$ cat src/rtl/core/vfc_pkg.sv
// Shared types, codes and constants for the voxel face cull quad emitter.
package vfc_pkg;

  // Material codes
  localparam logic [1:0] MAT_AIR   = 2'd0;
  localparam logic [1:0] MAT_GRASS = 2'd1;

  // Face order: left, right, bottom, top, back, front
  localparam int unsigned NUM_FACES = 6;
  localparam logic [2:0] FACE_LEFT   = 3'd0;
  localparam logic [2:0] FACE_RIGHT  = 3'd1;
  localparam logic [2:0] FACE_BOTTOM = 3'd2;
  localparam logic [2:0] FACE_TOP    = 3'd3;
  localparam logic [2:0] FACE_BACK   = 3'd4;
  localparam logic [2:0] FACE_FRONT  = 3'd5;

  localparam logic [1:0] AXIS_Y = 2'd1;

  // Texture layers
  localparam int unsigned LAYER_W = 10;
  localparam logic [LAYER_W-1:0] LAYER_GRASS_TOP  = 10'd0;
  localparam logic [LAYER_W-1:0] LAYER_GRASS_SIDE = 10'd1;
  localparam logic [LAYER_W-1:0] LAYER_DIRT       = 10'd2;

  localparam int unsigned COORD_W  = 10;
  localparam int unsigned IN_W     = 32;
  localparam int unsigned OUT_W    = 48;
  localparam int unsigned VOXEL_W  = 30;
  localparam int unsigned POS_W    = 30;
  localparam int unsigned ATTR_W   = 13;

  // One input word, last field in the lowest bits
  typedef struct packed {
    logic [NUM_FACES-1:0][1:0] nb_type;   // [0] left ... [5] ahead
    logic [1:0]                voxel_type;
    logic [3:0]                pos_z;
    logic [7:0]                pos_y;
    logic [3:0]                pos_x;
  } voxel_t;

  // Voxel being drained and the faces still to emit
  typedef struct packed {
    voxel_t                 voxel;
    logic [NUM_FACES-1:0]   mask;
  } face_job_t;

  typedef struct packed {
    logic              last_face;
    logic [ATTR_W-1:0] attribute_word;
    logic [POS_W-1:0]  position_word;
  } quad_t;

endpackage

$ cat src/rtl/core/voxel_face_cull_quad_emit_core.sv
// Top level of the voxel face cull quad emitter.
// Takes one voxel word (position, material, six neighbour materials) and emits
// one quad word per air neighbour of a non-air voxel, in the order left, right,
// bottom, top, back, front; tlast marks the voxel's final quad. Air voxels and
// fully enclosed voxels produce no output. A voxel with exposed faces holds
// the input register until its last quad leaves, as the single output register
// takes one quad per cycle unless m_tready stalls it; voxels with zero or one
// exposed face stream at one per cycle unless stalled. Each quad goes from
// input to output register; s_tready depends combinationally on m_tready.
module voxel_face_cull_quad_emit_core
  import vfc_pkg::*;
(
  input  logic             clk,
  input  logic             rst,
  input  logic             s_tvalid,
  output logic             s_tready,
  // pos_x[3:0], pos_y[11:4], pos_z[15:12], voxel_type[17:16], left_type[19:18],
  // right_type[21:20], below_type[23:22], above_type[25:24],
  // behind_type[27:26], ahead_type[29:28], zero pad[31:30]
  input  logic [IN_W-1:0]  s_tdata,
  output logic             m_tvalid,
  input  logic             m_tready,
  // position_word[29:0], attribute_word[42:30], zero pad[47:43]
  output logic [OUT_W-1:0] m_tdata,
  output logic             m_tlast   // last_face
);

  face_job_t job;
  quad_t     quad;
  logic      load;

  vfc_in_stage u_in (
    .clk      (clk),
    .rst      (rst),
    .s_tvalid (s_tvalid),
    .s_tready (s_tready),
    .s_tdata  (s_tdata),
    .load     (load),
    .job      (job)
  );

  vfc_quad_build u_build (
    .job  (job),
    .quad (quad)
  );

  vfc_out_stage u_out (
    .clk      (clk),
    .rst      (rst),
    .pend     (job.mask != '0),
    .quad     (quad),
    .load     (load),
    .m_tvalid (m_tvalid),
    .m_tready (m_tready),
    .m_tdata  (m_tdata),
    .m_tlast  (m_tlast)
  );

endmodule

$ cat src/rtl/core/vfc_in_stage.sv
// Input register: holds one voxel and the mask of exposed faces left to emit.
module vfc_in_stage
  import vfc_pkg::*;
(
  input  logic                 clk,
  input  logic                 rst,
  input  logic                 s_tvalid,
  output logic                 s_tready,
  input  logic [IN_W-1:0]      s_tdata,
  input  logic                 load,     // output register takes a quad this cycle
  output face_job_t            job
);

  voxel_t               voxel;
  voxel_t               voxel_in;
  logic [NUM_FACES-1:0] mask;
  logic [NUM_FACES-1:0] mask_in;
  logic [NUM_FACES-1:0] rest;
  logic                 pend;
  logic                 take;

  assign voxel_in = voxel_t'(s_tdata[VOXEL_W-1:0]);

  // exposed faces of the incoming voxel; air voxels expose nothing
  always_comb begin
    for (int i = 0; i < NUM_FACES; i++) begin
      mask_in[i] = (voxel_in.voxel_type != MAT_AIR) && (voxel_in.nb_type[i] == MAT_AIR);
    end
  end

  // drop the lowest face once it moves to the output
  assign pend     = (mask != '0);
  assign take     = pend && load;
  assign rest     = mask & (mask - NUM_FACES'(1));
  assign s_tready = !pend || (take && (rest == '0));

  always_ff @(posedge clk) begin
    if (rst) begin
      mask <= '0;
    end else if (s_tvalid && s_tready) begin
      mask <= mask_in;
    end else if (take) begin
      mask <= rest;
    end
  end

  always_ff @(posedge clk) begin
    if (s_tvalid && s_tready) begin
      voxel <= voxel_in;
    end
  end

  assign job.voxel = voxel;
  assign job.mask  = mask;

endmodule

$ cat src/rtl/core/vfc_quad_build.sv
// Picks the lowest pending face and packs its quad.
module vfc_quad_build
  import vfc_pkg::*;
(
  input  face_job_t job,
  output quad_t     quad
);

  logic [2:0]         face;
  logic [1:0]         axis;
  logic               offset;
  logic               grass;
  logic [LAYER_W-1:0] layer;
  logic [COORD_W-1:0] qx;
  logic [COORD_W-1:0] qy;
  logic [COORD_W-1:0] qz;
  logic [NUM_FACES-1:0] rest;

  // lowest set bit wins
  always_comb begin
    face = FACE_LEFT;
    for (int i = NUM_FACES - 1; i >= 0; i--) begin
      if (job.mask[i]) begin
        face = 3'(i);
      end
    end
  end

  assign axis   = face[2:1];
  assign offset = face[0];
  assign grass  = (job.voxel.voxel_type == MAT_GRASS);

  // offset faces sit one unit along their axis
  assign qx = COORD_W'(job.voxel.pos_x) + COORD_W'(face == FACE_RIGHT);
  assign qy = COORD_W'(job.voxel.pos_y) + COORD_W'(face == FACE_TOP);
  assign qz = COORD_W'(job.voxel.pos_z) + COORD_W'(face == FACE_FRONT);

  // grass: grass-top layer on top, dirt on bottom, grass-side on sides; else dirt
  always_comb begin
    layer = LAYER_DIRT;
    if (grass) begin
      if (axis == AXIS_Y) begin
        layer = offset ? LAYER_GRASS_TOP : LAYER_DIRT;
      end else begin
        layer = LAYER_GRASS_SIDE;
      end
    end
  end

  assign rest = job.mask & (job.mask - NUM_FACES'(1));

  assign quad.position_word  = {qz, qy, qx};
  assign quad.attribute_word = {axis, ~offset, layer};
  assign quad.last_face      = (rest == '0);

endmodule

$ cat src/rtl/core/vfc_out_stage.sv
// Output register for one quad word.
module vfc_out_stage
  import vfc_pkg::*;
(
  input  logic             clk,
  input  logic             rst,
  input  logic             pend,
  input  quad_t            quad,
  output logic             load,
  output logic             m_tvalid,
  input  logic             m_tready,
  output logic [OUT_W-1:0] m_tdata,
  output logic             m_tlast
);

  quad_t q;

  assign load = !m_tvalid || m_tready;

  always_ff @(posedge clk) begin
    if (rst) begin
      m_tvalid <= 1'b0;
    end else if (load) begin
      m_tvalid <= pend;
    end
  end

  always_ff @(posedge clk) begin
    if (load) begin
      q <= quad;
    end
  end

  assign m_tdata = {(OUT_W - POS_W - ATTR_W)'(0), q.attribute_word, q.position_word};
  assign m_tlast = q.last_face;

endmodule

$ cat config.mk
export PLATFORM = sky130hd
export DESIGN_NAME = voxel_face_cull_quad_emit_core
export DESIGN_NICKNAME = d
export VERILOG_FILES = /design/src/rtl/core/vfc_pkg.sv /design/src/rtl/core/voxel_face_cull_quad_emit_core.sv /design/src/rtl/core/vfc_in_stage.sv /design/src/rtl/core/vfc_quad_build.sv /design/src/rtl/core/vfc_out_stage.sv
export SDC_FILE = /design/constraint.sdc
export NUM_CORES = 1
export LEC_CHECK = 0
export ABC_CLOCK_PERIOD_IN_PS = 3000
export BUFFER_PORTS_ARGS = -buffer_cell sky130_fd_sc_hd__buf_2
export CORE_MARGIN = 1
export CORE_UTILIZATION = 45
export CTS_CLUSTER_SIZE = 8
export DETAILED_ROUTE_END_ITERATION = 8
export GPL_ROUTABILITY_DRIVEN = 0
export PLACE_DENSITY = 0.83
export SYNTH_ARGS = -nofsm -noshare
export SYNTH_HDL_FRONTEND = slang
export SYNTH_HIERARCHICAL = 1
export SYNTH_SLANG_ARGS = --single-unit
$ cat constraint.sdc
create_clock -name clk -period 3 [get_ports clk]
set_input_delay 0.15 -clock clk [delete_from_list [all_inputs] [get_ports clk]]
set_output_delay 0.15 -clock clk [all_outputs]
set_load 0.01 [all_outputs]
==> impl_metrics.env, run 1 <==
export IMPL_outcome="completed"
export IMPL_min_path_cells=2
export IMPL_die_area_sq_um=6830
export IMPL_area_growth_pct=26.46
export IMPL_instances_no_fill=383
export IMPL_dp_cells=349
export IMPL_max_freq_ghz=0.4260
export IMPL_final_cell_mix="buf_2 (79), edfxtp_1 (62), conb_1 (24), dlygate4sd3_1 (19)"
export IMPL_p_clk_frac=0.327
export IMPL_drtIter0Drc=48
export IMPL_reg2reg_depth=5
export IMPL_finalHoldViolCount=0
export IMPL_drt_vias_per_instance=4.666
export IMPL_wirelength_microns=4627
export IMPL_min_period_ps=2347
export IMPL_drive_above_1_share=0.3399
export IMPL_reg2reg_from="u_out/m_tvalid"
export IMPL_maxCapViolCount=0
export IMPL_antenna_left=0
export IMPL_internal_power_w=0.001624
export IMPL_grt_max_degree=33
export IMPL_clock_tree_root_cell="clkbuf_8"
export IMPL_postLayoutSetupSlackWorst_ps=652.8
export IMPL_route_detailed_drc=0
export IMPL_htree_levels=3
export IMPL_p_per_area_nw_per_um2=568.6
export IMPL_syn_inst=194
export IMPL_required_ps=2950
export IMPL_ys_warnings_count=6
export IMPL_detail_route_wl_per_cell_microns=12.08
export IMPL_antenna_found_initial=0
export IMPL_p_leak_nw=1.591
export IMPL_die_w_microns=82.65
export IMPL_grt_pass1_wl_microns=7072
export IMPL_power_frac_comb=0.113
export IMPL_post_cts_resized=0
export IMPL_cts_sinks=69
export IMPL_post_cts_buffers=0
export IMPL_die_h_microns=82.65
export IMPL_reg2reg_to="u_in/job[9]"
export IMPL_antenna_cells=0
export IMPL_vias=1787
export IMPL_worst_setup_path_end_kind="flip-flop"
export IMPL_firstDrtPassIters=4
export IMPL_io_buffers=79
export IMPL_coreArea_sq_um=6314
export IMPL_finalSetupTns_ps=0
export IMPL_grt_pass1_vias=1575
export IMPL_irDropWorstVdd_mv=0.3412
export IMPL_syn_avg_cell_area_sq_um=15.09
export IMPL_cts_tree="built"
export IMPL_min_path_type="primary input to flip-flop"
export IMPL_crit_arrival_ps=2290
export IMPL_rsz0062_at_grt="no"
export IMPL_slew_viol_final=0
export IMPL_min_delay_start="s_tdata[20]"
export IMPL_hold_end="u_in/mask[1]"
export IMPL_seqPwrFrac=0.559
export IMPL_rrSetupSlack_ps=650
export IMPL_netlist_area_sq_um=2927
export IMPL_grt_usage=0.1455
export IMPL_finalPower_w=0.002104
export IMPL_initial_core_util=0.4635
export IMPL_clockBufferDepth=2
export IMPL_overflow=0
export IMPL_criticalPathCategory="flip-flop to flip-flop"
export IMPL_insertion_delay_ps=320
export IMPL_fin_nets=344
export IMPL_worstMarginPinSlew_ps=886.8
export IMPL_fin_worst_skew_ps=6.943
export IMPL_setup_viol_count_final=0
export IMPL_start_kind="flip-flop"
export IMPL_cts_buffers=9
export IMPL_path_clk_slew_ps=70
export IMPL_holdBufCountCts=16
export IMPL_mostFrequentLayoutCell="buf_2"
export IMPL_fp_row_count=29
export IMPL_relSlewSlack=0.4061
export IMPL_switchingPower_w=0.0004805
export IMPL_hpwlAfterDp_microns=3294
export IMPL_fin_crit_sh=0.7824
export IMPL_switching_share=0.2283
export IMPL_dp_slack_ps=624.6
export IMPL_cp_max_fo=21
export IMPL_io_pins=87
cell type report:
type,count,area (sq um)
tap,77,96.34
sequential,69,2002
clock inverter,5,52.55
timing repair buffer,99,593.1
multi-input combinational,115,799.5
clock buffer,10,127.6
inverter,8,30.03
fill,536,2613
worst max-delay path by stage:
stage | start | end | slack [ps] | depth (start not counted)
5_1_grt | u_out/m_tvalid | u_in/job[9] | 480 | 5
4_1_cts | u_out/m_tvalid | u_in/job[9] | 620 | 5
3_5_place_dp | u_out/m_tvalid | u_in/job[21] | 620 | 5
6_report | u_out/m_tvalid | u_in/job[9] | 650 | 5
3_3_place_gp | u_out/m_tvalid | u_in/job[21] | 690 | 5
2_1_floorplan | u_out/m_tvalid | u_in/job[10] | 360 | 5
per-layer routing:
layer / up-vias / wire length, microns / global-route usage
met5: - / 0 / 0
met4: 0 / 43 / 0.07241
met3: 6 / 241 / 0.03626
met2: 63 / 2358 / 0.2459
met1: 822 / 1984 / 0.1719
li1: 896 / - / -
power groups by stage:
stage | clock network (W) | logic, W | registers [W]
6_report | 0.000689 | 0.000238 | 0.00118
5_1_grt | 0.000757 | 0.000267 | 0.00119
4_1_cts | 0.000714 | 0.000237 | 0.00118
3_5_place_dp | 0 | 0.000221 | 0.00120
3_3_place_gp | 0 | 0.000216 | 0.00119
2_1_floorplan | 0 | 0.000113 | 0.00123
worst max-delay path, stage by stage, from the launching register on:
cell	delay (ps)
dfxtp_1	330
nand2b_4	230
nor4b_4	350
o31ai_1	150
o21a_4	180
nor2b_2	710
state kept, by name, summed over array words and instances (netlist names):
name	count
u_out/m_tdata	43
u_out/m_tlast	1
u_out/m_tvalid	1
u_in/job	18
u_in/mask	6
metrics by stage:
stage | cell area [sq um] | hold WS (ps) | util
after global routing | 3701 | 6.326 | 0.5862
final | 3701 | 17.07 | 0.5862
after CTS | 3671 | 0.06256 | 0.5815
after detailed placement | 3331 | 328.1 | 0.5275
after global placement | 3331 | 328.1 | 0.5275
after floorplan | 3009 | 212.4 | -
No activity file was read; power rests on OpenSTA's default activity.
==> run 2: changes to the inputs <==
--- a/config.mk
+++ b/config.mk
@@ -5,7 +5,7 @@
 export SDC_FILE = /design/constraint.sdc
 export NUM_CORES = 1
 export LEC_CHECK = 0
-export ABC_CLOCK_PERIOD_IN_PS = 3000
+export ABC_CLOCK_PERIOD_IN_PS = 2100
 export BUFFER_PORTS_ARGS = -buffer_cell sky130_fd_sc_hd__buf_2
 export CORE_MARGIN = 1
 export CORE_UTILIZATION = 45
==> constraint.sdc (replaced) <==
create_clock -name clk -period 2.1 [get_ports clk]
set_input_delay 0.105 -clock clk [delete_from_list [all_inputs] [get_ports clk]]
set_output_delay 0.105 -clock clk [all_outputs]
set_load 0.01 [all_outputs]
==> run 2 against run 1 <==
- setup slack got worse by 530 ps
- final cell count rose by 3.1%
- sequential cell count is the same
- global-route usage grew 1.7 points
- combinational power increased by 55%
- clock skew rose by 2.2 ps
- worst hold slack improved by 3.5 ps
- critical path type unchanged
==> impl_metrics.env, run 2 (synthesized netlist as in run 1, its figures left out) <==
export IMPL_outcome="completed"
export IMPL_hold_end="u_in/mask[0]"
export IMPL_die_w_microns=82.65
export IMPL_finalPower_w=0.003047
export IMPL_fin_nets=356
export IMPL_coreArea_sq_um=6314
export IMPL_clockBufferDepth=2
export IMPL_grt_usage=0.1624
export IMPL_area_growth_pct=30.35
export IMPL_required_ps=2070
export IMPL_rrSetupSlack_ps=130
export IMPL_criticalPathCategory="flip-flop to flip-flop"
export IMPL_cp_max_fo=18
export IMPL_reg2reg_to="u_in/job[7]"
export IMPL_grt_pass1_wl_microns=7886
export IMPL_fp_row_count=29
export IMPL_drive_above_1_share=0.3585
export IMPL_die_area_sq_um=6830
export IMPL_insertion_delay_ps=330
export IMPL_cts_tree="built"
export IMPL_die_h_microns=82.65
export IMPL_final_cell_mix="buf_2 (79), edfxtp_1 (62), dlygate4sd3_1 (25), conb_1 (24)"
export IMPL_irDropWorstVdd_mv=0.4305
export IMPL_antenna_cells=0
export IMPL_htree_levels=3
export IMPL_max_freq_ghz=0.5068
export IMPL_vias=1854
export IMPL_antenna_found_initial=0
export IMPL_crit_arrival_ps=1940
export IMPL_worstMarginPinSlew_ps=516.9
export IMPL_detail_route_wl_per_cell_microns=12.88
export IMPL_post_route_util=0.6042
export IMPL_mostFrequentLayoutCell="buf_2"
export IMPL_io_pins=87
export IMPL_fin_worst_skew_ps=9.167
export IMPL_clock_tree_root_cell="clkbuf_8"
export IMPL_route_detailed_drc=0
export IMPL_instances_no_fill=395
export IMPL_overflow=0
export IMPL_min_period_ps=1973
export IMPL_io_buffers=79
export IMPL_reg2reg_depth=5
export IMPL_maxCapViolCount=0
export IMPL_fin_crit_sh=0.9395
export IMPL_start_kind="flip-flop"
export IMPL_firstDrtPassIters=4
export IMPL_dp_cells=355
export IMPL_path_clk_slew_ps=70
export IMPL_cts_sinks=69
export IMPL_grt_max_degree=37
export IMPL_hpwlAfterDp_microns=3458
export IMPL_antenna_left=0
export IMPL_cts_buffers=9
export IMPL_setup_viol_count_final=0
export IMPL_wirelength_microns=5089
export IMPL_p_per_area_nw_per_um2=798.8
export IMPL_relSlewSlack=0.6546
export IMPL_worst_setup_path_end_kind="flip-flop"
export IMPL_drtIter0Drc=62
export IMPL_grt_pass1_vias=1724
export IMPL_rsz0062_at_grt="no"
export IMPL_drt_vias_per_instance=4.694
export IMPL_p_leak_nw=1.661
export IMPL_finalHoldViolCount=0
export IMPL_slew_viol_final=0
export IMPL_largest_reg_flops=43
export IMPL_initial_core_util=0.4635
export IMPL_finalSetupTns_ps=0
export IMPL_min_path_type="primary input to flip-flop"
export IMPL_reg2reg_from="u_in/mask[3]"
export IMPL_min_delay_start="s_tdata[18]"
export IMPL_min_path_cells=3
[run 2: final cells by class]
| type | instances | area, sq um |
|---|---|---|
| fill | 525 | 2499 |
| sequential | 69 | 2006 |
| multi-input combinational | 115 | 804.5 |
| timing repair buffer | 111 | 698.2 |
| clock buffer | 10 | 127.6 |
| tap | 77 | 96.34 |
| clock inverter | 5 | 52.55 |
| inverter | 8 | 30.03 |
[run 2: timing repair]
item,CTS,global route
setup endpoints to repair,0,1
gates resized for setup,0,3
hold endpoints to repair,22,0
hold buffers,25,0
buffers inserted,0,0
[run 2: worst max-delay path by stage]
stage,slack (ps),startpoint,depth (start not counted),end
2_1_floorplan,8,u_out/m_tvalid,5,u_in/job[10]
3_3_place_gp,220,u_in/mask[3],5,u_in/job[20]
3_5_place_dp,120,u_in/mask[3],5,u_in/job[20]
4_1_cts,60,u_in/mask[4],5,s_tready
5_1_grt,2,u_in/mask[3],5,u_in/job[22]
6_report,130,u_in/mask[3],5,u_in/job[7]
[run 2: worst max-delay path: stages (launching register included)]
cell and delay [ps]:
dfxtp_1 360, buf_4 180, nor4b_4 280, o31ai_1 150
o21a_4 180, nor2b_4 440
[run 2: stage by stage]
step	cell area, sq um	setup WS [ps]	hold slack, ps
floorplan	3017	8.248	167.4
global placement	3381	216.2	283.1
detailed placement	3381	124.8	283.1
CTS	3811	57.40	4.378
global route	3815	2.452	4.924
finish	3815	127.0	20.56
[run 2: routing by layer]
layer / track usage / vias up / part of all wire
met1: 0.1844 / 872 / 0.42
met4: 0.04828 / 0 / 0.0075
met2: 0.2828 / 57 / 0.52
met3: 0.06154 / 4 / 0.054
li1: - / 921 / -
met5: 0 / - / 0
[run 2: power by group]
group | switching, W | total (W) | internal (W)
sequential | 0.0000491 | 0.00168 | 0.00163
combinational | 0.000195 | 0.000369 | 0.000175
clock | 0.000464 | 0.00100 | 0.000536
==> run 3: changes to the inputs <==
--- a/config.mk
+++ b/config.mk
@@ -8,12 +8,11 @@
 export ABC_CLOCK_PERIOD_IN_PS = 2100
 export BUFFER_PORTS_ARGS = -buffer_cell sky130_fd_sc_hd__buf_2
 export CORE_MARGIN = 1
-export CORE_UTILIZATION = 45
+export CORE_UTILIZATION = 44
 export CTS_CLUSTER_SIZE = 8
 export DETAILED_ROUTE_END_ITERATION = 8
 export GPL_ROUTABILITY_DRIVEN = 0
-export PLACE_DENSITY = 0.83
+export PLACE_DENSITY = 0.86
 export SYNTH_ARGS = -nofsm -noshare
 export SYNTH_HDL_FRONTEND = slang
-export SYNTH_HIERARCHICAL = 1
 export SYNTH_SLANG_ARGS = --single-unit
==> run 3 against run 2 <==
- synthesized cell count decreased by 20%
- critical path depth decreased by 1
- non-clock buffer count decreased by 15
- clock skew increased by 4.2 ps
- worst hold slack improved by 130 ps
- core utilization increased by 1.8 points
==> impl_metrics.env, run 3 <==
export IMPL_fin_worst_skew_ps=13.40
export IMPL_antenna_left=0
export IMPL_start_kind="flip-flop"
export IMPL_outcome="completed"
export IMPL_synth_top_family_by_area="compound AO/OA/AOI/OAI gates"
export IMPL_cts_tree="built"
export IMPL_synth_area_leader_cell="edfxtp_1"
export IMPL_die_area_sq_um=5385
export IMPL_route_detailed_drc=0
export IMPL_critPathMaxStageDelay_ps=630
export IMPL_rsz0062_at_grt="no"
export IMPL_relSlewSlack=0.6228
export IMPL_seqPwrFrac=0.531
export IMPL_postLayoutSetupSlackWorst_ps=106.9
export IMPL_synthAdderAreaFrac=0.03348
export IMPL_drt_vias_per_instance=4.520
export IMPL_rrSetupSlack_ps=110
export IMPL_ys_warnings_count=0
export IMPL_synth_simple_area_share=0.08594
export IMPL_io_buffers=60
export IMPL_overflow=0
export IMPL_ys_types=35
export IMPL_internal_power_w=0.001764
export IMPL_finalHoldViolCount=0
export IMPL_grt_pass1_vias=1402
export IMPL_reg2reg_from="u_in.mask[2]"
export IMPL_path_delay_family="simple AND/OR/NAND/NOR gates"
export IMPL_yosysMostFrequentCell="edfxtp_1"
export IMPL_fillerInstances=401
export IMPL_setup_viol_count_final=0
export IMPL_cts_sinks=50
export IMPL_switchingPower_w=0.0004721
export IMPL_htree_levels=2
export IMPL_io_pins=87
export IMPL_drive_above_1_share=0.3516
export IMPL_dp_slack_ps=86.40
export IMPL_initial_core_util=0.4655
export IMPL_area_growth_pct=33.76
export IMPL_p_clk_frac=0.343
export IMPL_synth_compound_area_frac=0.09989
export IMPL_multi_input_area_sq_um=691.9
export IMPL_netlist_area_sq_um=2242
export IMPL_syn_inst=156
export IMPL_min_period_ps=1993
export IMPL_slowest_stage="or4_4"
export IMPL_hold_end="u_in.mask[5]"
export IMPL_clock_tree_root_cell="clkbuf_8"
export IMPL_switching_share=0.2111
export IMPL_mostFrequentLayoutCell="buf_2"
export IMPL_worstMarginPinSlew_ps=564.7
export IMPL_die_h_microns=73.39
export IMPL_async_reset_ff_frac=0
export IMPL_grt_pass1_wl_microns=5768
export IMPL_finalPower_w=0.002237
export IMPL_die_w_microns=73.39
export IMPL_fp_row_count=25
export IMPL_synth_main_ff_cell="edfxtp_1"
export IMPL_instances_no_fill=323
export IMPL_synth_area_leaders="edfxtp_1 (58%), buf_4 (8.0%), dfxtp_1 (6.3%)"
export IMPL_required_ps=2080
export IMPL_min_path_cells=3
export IMPL_coreArea_sq_um=4817
export IMPL_synth_top_area_share=0.5759
export IMPL_reg2reg_depth=4
export IMPL_maxCapViolCount=0
export IMPL_final_cell_mix="buf_2 (60), edfxtp_1 (43), dlygate4sd3_1 (31), conb_1 (24), nor2_1 (11)"
export IMPL_antenna_cells=0
export IMPL_p_leak_nw=1.298
export IMPL_critical_path_buf_inv_count=0
export IMPL_power_frac_comb=0.127
export IMPL_reg2reg_to="u_in.job[14]"
export IMPL_syn_avg_cell_area_sq_um=14.37
export IMPL_slew_viol_final=0
export IMPL_wirelength_microns=3783
export IMPL_firstDrtPassIters=4
export IMPL_synth_commonest_cells="edfxtp_1 (43), buf_4 (24), nor2_1 (13)"
export IMPL_clockBufferDepth=2
export IMPL_path_clk_slew_ps=90
export IMPL_hpwlAfterDp_microns=2453
export IMPL_fin_crit_sh=0.9491
export IMPL_detail_route_wl_per_cell_microns=11.71
export IMPL_worst_setup_path_end_kind="flip-flop"
export IMPL_finalSetupTns_ps=0
export IMPL_path_cells="or4_4 -> a211oi_4 -> or3_1 -> and2_4"
export IMPL_drtIter0Drc=36
export IMPL_min_delay_start="s_tvalid"
export IMPL_min_path_type="primary input to flip-flop"
export IMPL_cts_buffers=5
export IMPL_dp_cells=284
export IMPL_irDropWorstVdd_mv=0.3299
export IMPL_grt_usage=0.1464
export IMPL_criticalPathCategory="flip-flop to flip-flop"
export IMPL_ys_ff_latch=50
export IMPL_seq_area_frac_synth=0.6384
export IMPL_synth_xor_xnor_area_share=0.03906
export IMPL_vias=1460
export IMPL_synthMuxAreaShare=0.004464
export IMPL_max_freq_ghz=0.5017
export IMPL_synth_edf_count=43
export IMPL_grt_max_degree=27
export IMPL_cp_max_fo=18
export IMPL_antenna_found_initial=0
export IMPL_largest_reg_flops=24
export IMPL_insertion_delay_ps=300
export IMPL_regArea_sq_um=1431
export IMPL_crit_arrival_ps=1980
export IMPL_fin_nets=297
export IMPL_p_per_area_nw_per_um2=745.7
export IMPL_holdWs_ps=154.7
export IMPL_post_cts_buffers=0
run 3: layout make-up:
type                            count  area share
Clock buffer                        5     0.02295
Clock inverter                      3     0.02128
Inverter                            3    0.003755
Multi-Input combinational cell     99      0.2307
Sequential cell                    50      0.4773
Tap cell                           67     0.02795
Timing Repair Buffer               96      0.2161
run 3: through the flow:
stage          instance area [sq um]    util
2_1_floorplan                   2331       -
3_3_place_gp                    2546  0.5286
3_5_place_dp                    2546  0.5286
4_1_cts                         2989  0.6205
5_1_grt                         2999  0.6226
6_report                        2999  0.6226
run 3: per-layer routing:
| layer | global-route usage | routed length, microns | vias to the layer above | part of all wire |
|---|---|---|---|---|
| li1 | - | - | 720 | - |
| met4 | 0.07906 | 31 | 0 | 0.0082 |
| met1 | 0.1509 | 1472 | 682 | 0.39 |
| met2 | 0.2726 | 2067 | 54 | 0.55 |
| met5 | 0 | 0 | - | 0 |
| met3 | 0.03429 | 212 | 4 | 0.056 |
run 3: what timing repair did:
| item | CTS | global route |
|---|---|---|
| gates resized for setup | 0 | 3 |
| hold buffers | 31 | 0 |
| hold endpoints to repair | 25 | 0 |
| setup endpoints to repair | 0 | 4 |
run 3: cell families (layout without fill, tap and decap cells):
logic type,count (synthesis),count (layout)
multiplexers,1,1
XOR/XNOR,10,10
adder cells (fa/ha/maj),6,6
buffers and inverters,30,107
other,1,24
AO/OA/AOI/OAI,21,21
flip-flops,50,50
AND/OR/NAND/NOR,37,37
run 3: power by group through the flow:
stage | sequential (W) | combinational [W] | clock (W)
global route | 0.00120 | 0.000309 | 0.000819
detailed placement | 0.00121 | 0.000234 | 0
CTS | 0.00119 | 0.000279 | 0.000783
global placement | 0.00121 | 0.000233 | 0
floorplan | 0.00123 | 0.000145 | 0
finish | 0.00119 | 0.000284 | 0.000766
run 3: how the worst max path moves through the flow:
stage                   start      endpoint  slack (ps)  cells past startpoint
2_1_floorplan    u_in.mask[2]  u_in.job[10]          50                      6
3_3_place_gp     u_in.mask[2]  u_in.job[17]         140                      4
3_5_place_dp     u_in.mask[2]  u_in.job[14]          90                      4
4_1_cts          u_in.mask[2]  u_in.job[14]          70                      4
5_1_grt        u_out.m_tvalid      s_tready          40                      4
6_report         u_in.mask[2]  u_in.job[14]         110                      4
run 3: tightest hold or removal path: cells and delay by family:
kind                   cells  cell delay [ps]
AOI/OAI and AO/OA          2              190
buffers and inverters      1              130
